### src/sv/gdad_pkg.sv
package gdad_pkg;

    localparam int DAY_W    = 5;
    localparam int MONTH_W  = 4;
    localparam int YEAR_W   = 16;
    localparam int ADD_W    = 16;
    // Running day count: add_days + day + a full year still fits.
    localparam int REM_W    = 17;
    // Year modulo 400 tracker.
    localparam int Y400_W   = 9;
    localparam int MOD_STEPS_W = 3;

    localparam logic [Y400_W-1:0]  CYCLE_YEARS = 9'd400;
    localparam logic [Y400_W-1:0]  CYCLE_LAST  = 9'd399;
    localparam logic [MONTH_W-1:0] MONTH_JAN   = 4'd1;
    localparam logic [MONTH_W-1:0] MONTH_FEB   = 4'd2;
    localparam logic [MONTH_W-1:0] MONTH_DEC   = 4'd12;
    localparam logic [YEAR_W-1:0]  YEAR_MAX    = 16'hFFFF;
    localparam logic [MOD_STEPS_W-1:0] MOD_TOP_SHIFT = 3'd7;

    localparam logic [DAY_W-1:0] MONTH_LEN [0:11] = '{
        5'd31, 5'd28, 5'd31, 5'd30, 5'd31, 5'd30,
        5'd31, 5'd31, 5'd30, 5'd31, 5'd30, 5'd31
    };

    typedef struct packed {
        logic [DAY_W-1:0]   day;
        logic [MONTH_W-1:0] month;
        logic [YEAR_W-1:0]  year;
        logic               overflow;
    } date_t;

    typedef struct packed {
        logic [REM_W-1:0] a;
        logic [REM_W-1:0] b;
        logic             sub;
    } alu_req_t;

    typedef struct packed {
        logic [REM_W:0] sum;
        logic           neg;
        logic           zero;
    } alu_rsp_t;

    // Leap test from the year modulo 400; the low two bits equal year mod 4.
    function automatic logic is_leap(input logic [Y400_W-1:0] y400);
        logic century;
        century = (y400 == 9'd100) || (y400 == 9'd200) || (y400 == 9'd300);
        return (y400 == '0) || ((y400[1:0] == 2'b00) && !century);
    endfunction

    // Months outside 1..12 have no days.
    function automatic logic [DAY_W-1:0] month_length(input logic [MONTH_W-1:0] m,
                                                      input logic leap);
        logic [DAY_W-1:0] len;
        len = '0;
        if (m >= MONTH_JAN && m <= MONTH_DEC) begin
            if (m == MONTH_FEB && leap)
                len = 5'd29;
            else
                len = MONTH_LEN[m - MONTH_JAN];
        end
        return len;
    endfunction

endpackage

### src/sv/gregorian_date_add_days.sv
// Sequence: after the accept edge the year is reduced modulo 400, add_days + start_day is
// formed, the months before start_month are added, then the walk goes forward a month at
// a time until the remaining days fit, and the result is loaded into the output register.
// Throughput: one request at a time; the next request is taken once the result sits in
// the output register. Reset: rst_n is asynchronous, active low, idles all and clears out_valid.
module gregorian_date_add_days (
    input  logic                          clk,
    input  logic                          rst_n,
    input  logic                          in_valid,
    output logic                          in_ready,
    input  logic [gdad_pkg::DAY_W-1:0]    start_day,
    input  logic [gdad_pkg::MONTH_W-1:0]  start_month,
    input  logic [gdad_pkg::YEAR_W-1:0]   start_year,
    input  logic [gdad_pkg::ADD_W-1:0]    add_days,
    output logic                          out_valid,
    input  logic                          out_ready,
    output logic [gdad_pkg::DAY_W-1:0]    end_day,
    output logic [gdad_pkg::MONTH_W-1:0]  end_month,
    output logic [gdad_pkg::YEAR_W-1:0]   end_year,
    output logic                          year_overflow
);
    import gdad_pkg::*;

    alu_req_t alu_req;
    alu_rsp_t alu_rsp;
    date_t    result;
    logic     done_valid;
    logic     done_take;
    logic     out_valid_reg;
    date_t    out_reg;

    // The sequencer owns every working register and drives the single adder.
    gdad_seq u_seq (
        .clk         (clk),
        .rst_n       (rst_n),
        .in_valid    (in_valid),
        .in_ready    (in_ready),
        .start_day   (start_day),
        .start_month (start_month),
        .start_year  (start_year),
        .add_days    (add_days),
        .alu_req     (alu_req),
        .alu_rsp     (alu_rsp),
        .done_valid  (done_valid),
        .done_take   (done_take),
        .result      (result)
    );

    // Shared add/subtract unit used for the year reduction, add_days + start_day, the month sum and the walk.
    gdad_alu u_alu (
        .req (alu_req),
        .rsp (alu_rsp)
    );

    // The output register frees the sequencer as soon as the result is copied here,
    // so a new request can start while this one waits for the consumer.
    assign done_take = !out_valid_reg || out_ready;

    always_ff @(posedge clk or negedge rst_n)
    begin
        if (!rst_n)
        begin
            out_valid_reg <= 1'b0;
        end
        else if (done_take)
        begin
            out_valid_reg <= done_valid;
        end
    end

    always_ff @(posedge clk)
    begin
        if (done_valid && done_take)
            out_reg <= result;
    end

    assign out_valid     = out_valid_reg;
    assign end_day       = out_reg.day;
    assign end_month     = out_reg.month;
    assign end_year      = out_reg.year;
    assign year_overflow = out_reg.overflow;

endmodule

### src/sv/gdad_alu.sv
module gdad_alu (
    input  gdad_pkg::alu_req_t req,
    output gdad_pkg::alu_rsp_t rsp
);
    import gdad_pkg::*;

    logic [REM_W:0] b_ext;

    // One adder serves both add and subtract; a set top bit is a negative difference.
    assign b_ext   = req.sub ? ~{1'b0, req.b} : {1'b0, req.b};
    assign rsp.sum = {1'b0, req.a} + b_ext + {{REM_W{1'b0}}, req.sub};
    assign rsp.neg = rsp.sum[REM_W];
    assign rsp.zero = (rsp.sum == '0);

endmodule

### src/sv/gdad_seq.sv
module gdad_seq (
    input  logic                          clk,
    input  logic                          rst_n,
    input  logic                          in_valid,
    output logic                          in_ready,
    input  logic [gdad_pkg::DAY_W-1:0]    start_day,
    input  logic [gdad_pkg::MONTH_W-1:0]  start_month,
    input  logic [gdad_pkg::YEAR_W-1:0]   start_year,
    input  logic [gdad_pkg::ADD_W-1:0]    add_days,
    output gdad_pkg::alu_req_t            alu_req,
    input  gdad_pkg::alu_rsp_t            alu_rsp,
    output logic                          done_valid,
    input  logic                          done_take,
    output gdad_pkg::date_t               result
);
    import gdad_pkg::*;

    typedef enum logic [2:0] {
        S_IDLE,
        S_MOD,
        S_INIT,
        S_SUM,
        S_WALK,
        S_DONE
    } state_t;

    state_t              state_reg, state_next;
    logic [REM_W-1:0]    remain_reg, remain_next;
    logic [YEAR_W-1:0]   year_reg, year_next;
    logic [Y400_W-1:0]   y400_reg, y400_next;
    logic [MONTH_W-1:0]  month_in_reg, month_in_next;
    logic [MONTH_W-1:0]  m_reg, m_next;
    logic [DAY_W-1:0]    day_reg, day_next;
    logic [ADD_W-1:0]    add_reg, add_next;
    logic [MOD_STEPS_W-1:0] k_reg, k_next;
    logic                ovf_reg, ovf_next;

    logic                leap;
    logic [DAY_W-1:0]    len;
    logic [REM_W-1:0]    mod_step;

    assign leap     = is_leap(y400_reg);
    assign len      = month_length(m_reg, leap);
    assign mod_step = {{(REM_W-Y400_W){1'b0}}, CYCLE_YEARS} << k_reg;

    always_comb
    begin
        alu_req = '{a: remain_reg, b: '0, sub: 1'b0};
        case (state_reg)
            S_MOD:   alu_req = '{a: remain_reg, b: mod_step, sub: 1'b1};
            S_INIT:  alu_req = '{a: {{(REM_W-DAY_W){1'b0}}, day_reg},
                                 b: {{(REM_W-ADD_W){1'b0}}, add_reg}, sub: 1'b0};
            S_SUM:   alu_req = '{a: remain_reg, b: {{(REM_W-DAY_W){1'b0}}, len},
                                 sub: 1'b0};
            S_WALK:  alu_req = '{a: remain_reg, b: {{(REM_W-DAY_W){1'b0}}, len},
                                 sub: 1'b1};
            default: alu_req = '{a: remain_reg, b: '0, sub: 1'b0};
        endcase
    end

    always_comb
    begin
        state_next    = state_reg;
        remain_next   = remain_reg;
        year_next     = year_reg;
        y400_next     = y400_reg;
        month_in_next = month_in_reg;
        m_next        = m_reg;
        day_next      = day_reg;
        add_next      = add_reg;
        k_next        = k_reg;
        ovf_next      = ovf_reg;
        case (state_reg)
            S_IDLE:
            begin
                if (in_valid)
                begin
                    remain_next   = {{(REM_W-YEAR_W){1'b0}}, start_year};
                    year_next     = start_year;
                    month_in_next = start_month;
                    day_next      = start_day;
                    add_next      = add_days;
                    k_next        = MOD_TOP_SHIFT;
                    ovf_next      = 1'b0;
                    state_next    = S_MOD;
                end
            end
            S_MOD:
            begin
                // Restoring reduction of the year by 400 shifted down one bit a cycle.
                if (!alu_rsp.neg)
                    remain_next = alu_rsp.sum[REM_W-1:0];
                k_next = k_reg - 1'b1;
                if (k_reg == '0)
                begin
                    y400_next  = alu_rsp.neg ? remain_reg[Y400_W-1:0]
                                             : alu_rsp.sum[Y400_W-1:0];
                    state_next = S_INIT;
                end
            end
            S_INIT:
            begin
                remain_next = alu_rsp.sum[REM_W-1:0];
                m_next      = MONTH_JAN;
                state_next  = S_SUM;
            end
            S_SUM:
            begin
                if (m_reg < month_in_reg)
                begin
                    remain_next = alu_rsp.sum[REM_W-1:0];
                    m_next      = m_reg + 1'b1;
                end
                else
                begin
                    m_next     = MONTH_JAN;
                    state_next = S_WALK;
                end
            end
            S_WALK:
            begin
                if (alu_rsp.neg || alu_rsp.zero)
                begin
                    state_next = S_DONE;
                end
                else
                begin
                    remain_next = alu_rsp.sum[REM_W-1:0];
                    if (m_reg == MONTH_DEC)
                    begin
                        m_next = MONTH_JAN;
                        if (year_reg == YEAR_MAX)
                        begin
                            year_next = '0;
                            y400_next = '0;
                            ovf_next  = 1'b1;
                        end
                        else
                        begin
                            year_next = year_reg + 1'b1;
                            y400_next = (y400_reg == CYCLE_LAST) ? '0 : y400_reg + 1'b1;
                        end
                    end
                    else
                    begin
                        m_next = m_reg + 1'b1;
                    end
                end
            end
            S_DONE:
            begin
                if (done_take)
                    state_next = S_IDLE;
            end
            default:
            begin
                state_next = S_IDLE;
            end
        endcase
    end

    always_ff @(posedge clk or negedge rst_n)
    begin
        if (!rst_n)
        begin
            state_reg    <= S_IDLE;
            remain_reg   <= '0;
            year_reg     <= '0;
            y400_reg     <= '0;
            month_in_reg <= '0;
            m_reg        <= MONTH_JAN;
            day_reg      <= '0;
            add_reg      <= '0;
            k_reg        <= '0;
            ovf_reg      <= 1'b0;
        end
        else
        begin
            state_reg    <= state_next;
            remain_reg   <= remain_next;
            year_reg     <= year_next;
            y400_reg     <= y400_next;
            month_in_reg <= month_in_next;
            m_reg        <= m_next;
            day_reg      <= day_next;
            add_reg      <= add_next;
            k_reg        <= k_next;
            ovf_reg      <= ovf_next;
        end
    end

    assign in_ready        = (state_reg == S_IDLE);
    assign done_valid      = (state_reg == S_DONE);
    assign result.day      = remain_reg[DAY_W-1:0];
    assign result.month    = m_reg;
    assign result.year     = year_reg;
    assign result.overflow = ovf_reg;

    // The month walk never leaves the calendar months.
    a_walk_month: assert property (@(posedge clk) disable iff (!rst_n)
        (state_reg == S_WALK) |-> (m_reg >= MONTH_JAN && m_reg <= MONTH_DEC))
        else $error("month out of range during walk");

    // A finished walk leaves no more than one month of days.
    a_done_day: assert property (@(posedge clk) disable iff (!rst_n)
        (state_reg == S_DONE) |-> (remain_reg <= 17'd31))
        else $error("remaining days exceed a month");

    // The year-in-cycle tracker stays below 400 once computed.
    a_y400_range: assert property (@(posedge clk) disable iff (!rst_n)
        (state_reg == S_SUM || state_reg == S_WALK) |-> (y400_reg < CYCLE_YEARS))
        else $error("year modulo 400 out of range");

    // An accepted request starts the year reduction at the top shift.
    a_start: assert property (@(posedge clk) disable iff (!rst_n)
        (in_valid && in_ready) |=> (state_reg == S_MOD && k_reg == MOD_TOP_SHIFT))
        else $error("request did not start the sequence");

endmodule

### config.mk
export PLATFORM = sky130hd
export DESIGN_NAME = gregorian_date_add_days
export DESIGN_NICKNAME = d
export VERILOG_FILES = /design/src/sv/gdad_pkg.sv /design/src/sv/gregorian_date_add_days.sv /design/src/sv/gdad_alu.sv /design/src/sv/gdad_seq.sv
export SDC_FILE = /design/constraint.sdc
export NUM_CORES = 1
export LEC_CHECK = 0
export BUFFER_PORTS_ARGS = -buffer_cell sky130_fd_sc_hd__buf_2
export CAP_MARGIN = 20
export CORE_ASPECT_RATIO = 1.5
export CORE_UTILIZATION = 39
export CTS_CLUSTER_DIAMETER = 40
export DETAILED_ROUTE_END_ITERATION = 8
export SYNTH_ARGS = -nofsm -noshare
export SYNTH_HDL_FRONTEND = slang
export SYNTH_HIERARCHICAL = 1
export SYNTH_SLANG_ARGS = --single-unit
### constraint.sdc
create_clock -name clk -period 5 [get_ports clk]
set_input_delay 1 -clock clk [delete_from_list [all_inputs] [get_ports clk]]
set_output_delay 1 -clock clk [all_outputs]
set_load 0.03 [all_outputs]
# After elaboration in Yosys (flattened, before gate mapping)
# Memory sizes are Yosys's and may differ from the RTL's.
# Index checks and enable logic that the tools add are counted.
# totals
n_memories,1
out_inout_bits,28
regBits,105
input_bits,45
romBits,80
# memory_table
name,depth,width,read_ports,rd_clocked_by_memory_dff,write_ports,line,source
(name not given),16,5,1,0,0,gdad_pkg.sv:61,len = MONTH_LEN[m - MONTH_JAN];
# op_classes
n_mux,40
eq_ne,22
reduce_logical,29
bitwise_logic,2
n_addsub,7
shifts,1
n_lt_le_gt_ge,4
# ops
operator,n
$pmux 35 s4,1
$pmux 17 s5,1
$mux 17,4
$mux 16,4
$mux 9,6
$pmux 16 s2,1
$mux 5,4
$add 17x18->18,1
$add 18x1->18,1
$eq 9x9->1 const B,2
$logic_not 18->1,1
$mux 18,1
$mux 3,6
$not 17->18,1
$pmux 3 s6,1
$pmux 9 s2,1
$shl 9x3->17 const A,1
$add 16x1->16 const B,1
$eq 16x16->1 const B,1
$reduce_and 5->1,3
$mux 4,3
$ne 2x1->1 const B,6
$pmux 4 s3,1
$add 9x1->9 const B,1
other kinds (30),52

# Depth between registers and ports, before layout
# depth
ltp_word,18
ltp_mapped,23
mapped_depth_nobuf,22

# Modules after synthesis
# The synthesis kept the hierarchy.
# by_module_without_submodules
mod,area_each_um2,instances,cells_per_inst,seq_area_each_um2
gdad_seq,5009.8,1,518,1953.1
gdad_alu,1057.3,1,138,0.0
gregorian_date_add_days,834.6,1,30,805.8

# Worst setup path after synthesis
# Ideal clock, no wire load.
# synth_path
kind,reg2reg
startpoint,reg u_seq.state_reg[0]
endpoint,reg u_seq.year_reg[0]
n_path_buf,6
setup_slack_ns,-0.422
stages_incl_launch_ff,23
setup_ns,0.138
arrival_time_ns,5.284
cell_sequence,dfrtp_1 -> buf_4 -> or3b_1 -> buf_4 -> buf_2 -> nand2_1 -> buf_6 -> buf_1 -> xor2_1 -> ha_1 -> a21oi_1 -> o21ai_2 -> a31oi_1 -> xnor2_1 -> or4b_1 -> or4_1 -> or4b_1 -> nor4_2 -> nor2_1 -> and3_1 -> o21ai_1 -> clkbuf_1 -> o21ai_0
# synth_lines
item,line,source
"start, declared",gdad_seq.sv:27,"state_t state_reg, state_next;"
"start signal, assigned",gdad_seq.sv:179,state_reg <= state_next;
"end signal, assigned",gdad_seq.sv:181,year_reg <= year_next;
"end, declared",gdad_seq.sv:29,"logic [YEAR_W-1:0] year_reg, year_next;"

==> flow_metrics.tcl <==
set metrics [dict create \
    outcome "finished with violations" \
    failing_checks "setup timing" \
    first_global_vias 5827 \
    cts_max_level 3 \
    fp.coreArea_um2 17300 \
    routed-wl-met3_um 781 \
    cts_sinks 105 \
    drt_iter0_drc 278 \
    worst_r2r_path_cells 24 \
    max_stage_delay_ps 600 \
    pre_cts_setup_slack_ps -388 \
    final_layout_size_suffix_gt1_share_pct 37.4 \
    most_frequent_cells_in_the_layout "buf_4, dfrtp_1, buf_2" \
    grt.overflow.total 0 \
    final_min_period_over_clock_period_pct 106 \
    first_pass_grt_wire_length_um 29500 \
    grt_start_max_net_pins 50 \
    netlist_instances 685 \
    cts_inserted_buffers 9 \
    clk-insertion-delay-late_ps 370 \
    worstSetupStartpointType "flip-flop" \
    clkSlewWorstSetupHoldPaths_ps 80 \
    timing.final.ws_setup_ps -295 \
    fp.dieW_um 111 \
    setup_viol 49 \
    max_slew.worst_pin.slew_ps 873 \
    required_time_worst_endpoint_ps 5290 \
    crit_arrival_ps 5590 \
    max_ffs_per_register 17 \
    mappedNetlistNets 765 \
    placement.io_buffers 72 \
    hp-start "u_seq/remain_reg[14]$_DFFE_PN0P_" \
    area_growth_pct 30.5 \
    rr_endpoint "u_seq/remain_reg[0]$_DFFE_PN0P_" \
    cts.path.max_buffers 2 \
    rsz0062_at_grt "yes" \
    routed_wire_length_per_instance_um 18.1 \
    yosysWarningCount 6 \
    antenna_violating_nets_left 0 \
    syn-cell-area_um2 6890 \
    grt_antenna_before_repair 0 \
    post-dp-hpwl_um 14100 \
    most_frequent_standard_cell_in_the_layout_excluding_fill_and_tap_cells "buf_4" \
    timing.max_slew.rel_slack_pct 41.6 \
    ctsRootBufferMaster "clkbuf_16" \
    die_area_um2 18200 \
    remaining_drc_errors 0 \
    path_max_fanout 8 \
    rows 59 \
    detailroute.wirelength.met2_um 9740 \
    globalRouteTotalUtil_pct 20.5 \
    initial_utilization_pct 39.7 \
    met1_length_um 8010 \
    setup.reg_to_reg.worst_slack_ps -300 \
    reg2reg_from "u_seq/m_reg[0]$_DFFE_PN1P_" \
    maxCapViolCount 0 \
    nFillCells 1545 \
    timing.final.crit_period_ps 5300 \
    chipHeight_um 165 \
    end_of_the_worst_hold_path "u_seq/remain_reg[14]$_DFFE_PN0P_" \
    timing.critical_path.slowest_stage_cell "dfstp_2" \
    clock-skew-final_ps 15.0 \
    number_of_vias_after_detailed_routing 5965 \
    num_io_pins 73 \
    routed_wl_um 19400 \
    gpl.final_weighted_congestion 0.945 \
    tritoncts "yes" \
    hold_class "flip-flop to flip-flop" \
    achievable_freq_ghz 0.189 \
    crit_path_cell_trace "buf_6 -> nor2_1 -> xnor2_1 -> nor3_1 -> o21ai_1 -> a32o_2 -> xor2_2 -> buf_4 -> ha_1 -> nand2_2 -> o21ai_2 -> a31oi_1 -> xnor2_1 -> or4b_1 -> or4_1 -> or4b_4 -> nor4_4 -> or4b_4 -> a21oi_4 -> o32ai_4 -> buf_12 -> clkbuf_16 -> nand2_1 -> o21ai_1" \
    timing.final.max_slew_violations 0 \
    nNetsFinal 933 \
    mean_instance_size_in_the_synthesized_netlist_um2 10.1 \
    insertedDiodeCount 0 \
    final-hold-violation-count 0 \
    drt_first_pass_iters 4 \
    worst_setup_path_end_kind "flip-flop" \
    worstHoldPathCells 2 \
    holdBufCountCts 0 \
    fin_worst_hold_slack_ps 495 \
    dr.max_layer_used "met4" \
    post_drt_via_cell_ratio 5.57 \
    crit_type "flip-flop to flip-flop" \
]
per-layer routing:
metal,global-route usage (%),vias to the layer above
li1,-,2863
met1,24.5,2879
met2,35.3,181
met3,2.79,42
met4,11.8,0
met5,0,-
worst max-delay path, delay by kind of cell (launching register included):
| kind | cells | cell delay, ps |
|---|---|---|
| simple gates | 9 | 2330 |
| compound gates | 7 | 1000 |
| flops | 1 | 600 |
| buf+inv | 4 | 600 |
| xor+xnor | 3 | 410 |
| fa+ha+maj | 1 | 270 |
per-stage QoR:
step / instances / instance area [um2] / setup TNS [ps] / utilization (%)
CTS: 1060 / 8660 / -10150 / 49.9
detailed placement: 1023 / 8050 / -13010 / 46.4
global route: 1071 / 9000 / -18450 / 51.9
global placement: 1023 / 8050 / -10900 / 46.4
finish: 1071 / 9000 / -10820 / 51.9
floorplan: 685 / 6970 / 0 / -
repair_timing:
item | in CTS | in global routing
setup endpoints to repair | 49 | 49
pin swaps | 9 | 19
gates resized for setup | 30 | 59
hold endpoints to repair | 0 | 0
gates cloned | 0 | 5
setup buffers | 21 | 6
how the worst max path moves through the flow:
stage / from / endpoint / depth (start not counted)
floorplan: u_seq/state_reg[0]$_DFFE_PN0P_ / u_seq/year_reg[12]$_DFFE_PN0P_ / 23
global placement: u_seq/m_reg[0]$_DFFE_PN1P_ / u_seq/y400_reg[3]$_DFFE_PN0P_ / 23
detailed placement: u_seq/m_reg[0]$_DFFE_PN1P_ / u_seq/state_reg[1]$_DFFE_PN0P_ / 23
CTS: u_seq/m_reg[0]$_DFFE_PN1P_ / u_seq/state_reg[1]$_DFFE_PN0P_ / 23
global route: u_seq/m_reg[0]$_DFFE_PN1P_ / u_seq/state_reg[1]$_DFFE_PN0P_ / 23
finish: u_seq/m_reg[0]$_DFFE_PN1P_ / u_seq/remain_reg[0]$_DFFE_PN0P_ / 24
final cells by class:
| type | count | area, um2 | share of cell area [%] |
|---|---|---|---|
| Inverter | 28 | 108 | 1.20 |
| Timing Repair Buffer | 200 | 1440 | 16.0 |
| Clock buffer | 9 | 225 | 2.50 |
| Multi-Input combinational cell | 509 | 4110 | 45.7 |
| Sequential cell | 105 | 2760 | 30.7 |
| Tap cell | 213 | 267 | 2.96 |
| Clock inverter | 7 | 88.8 | 0.987 |
Power is left out: the tool's default activity adds up to more than one toggle a clock period on the data nets, which glitch-free logic cannot reach.
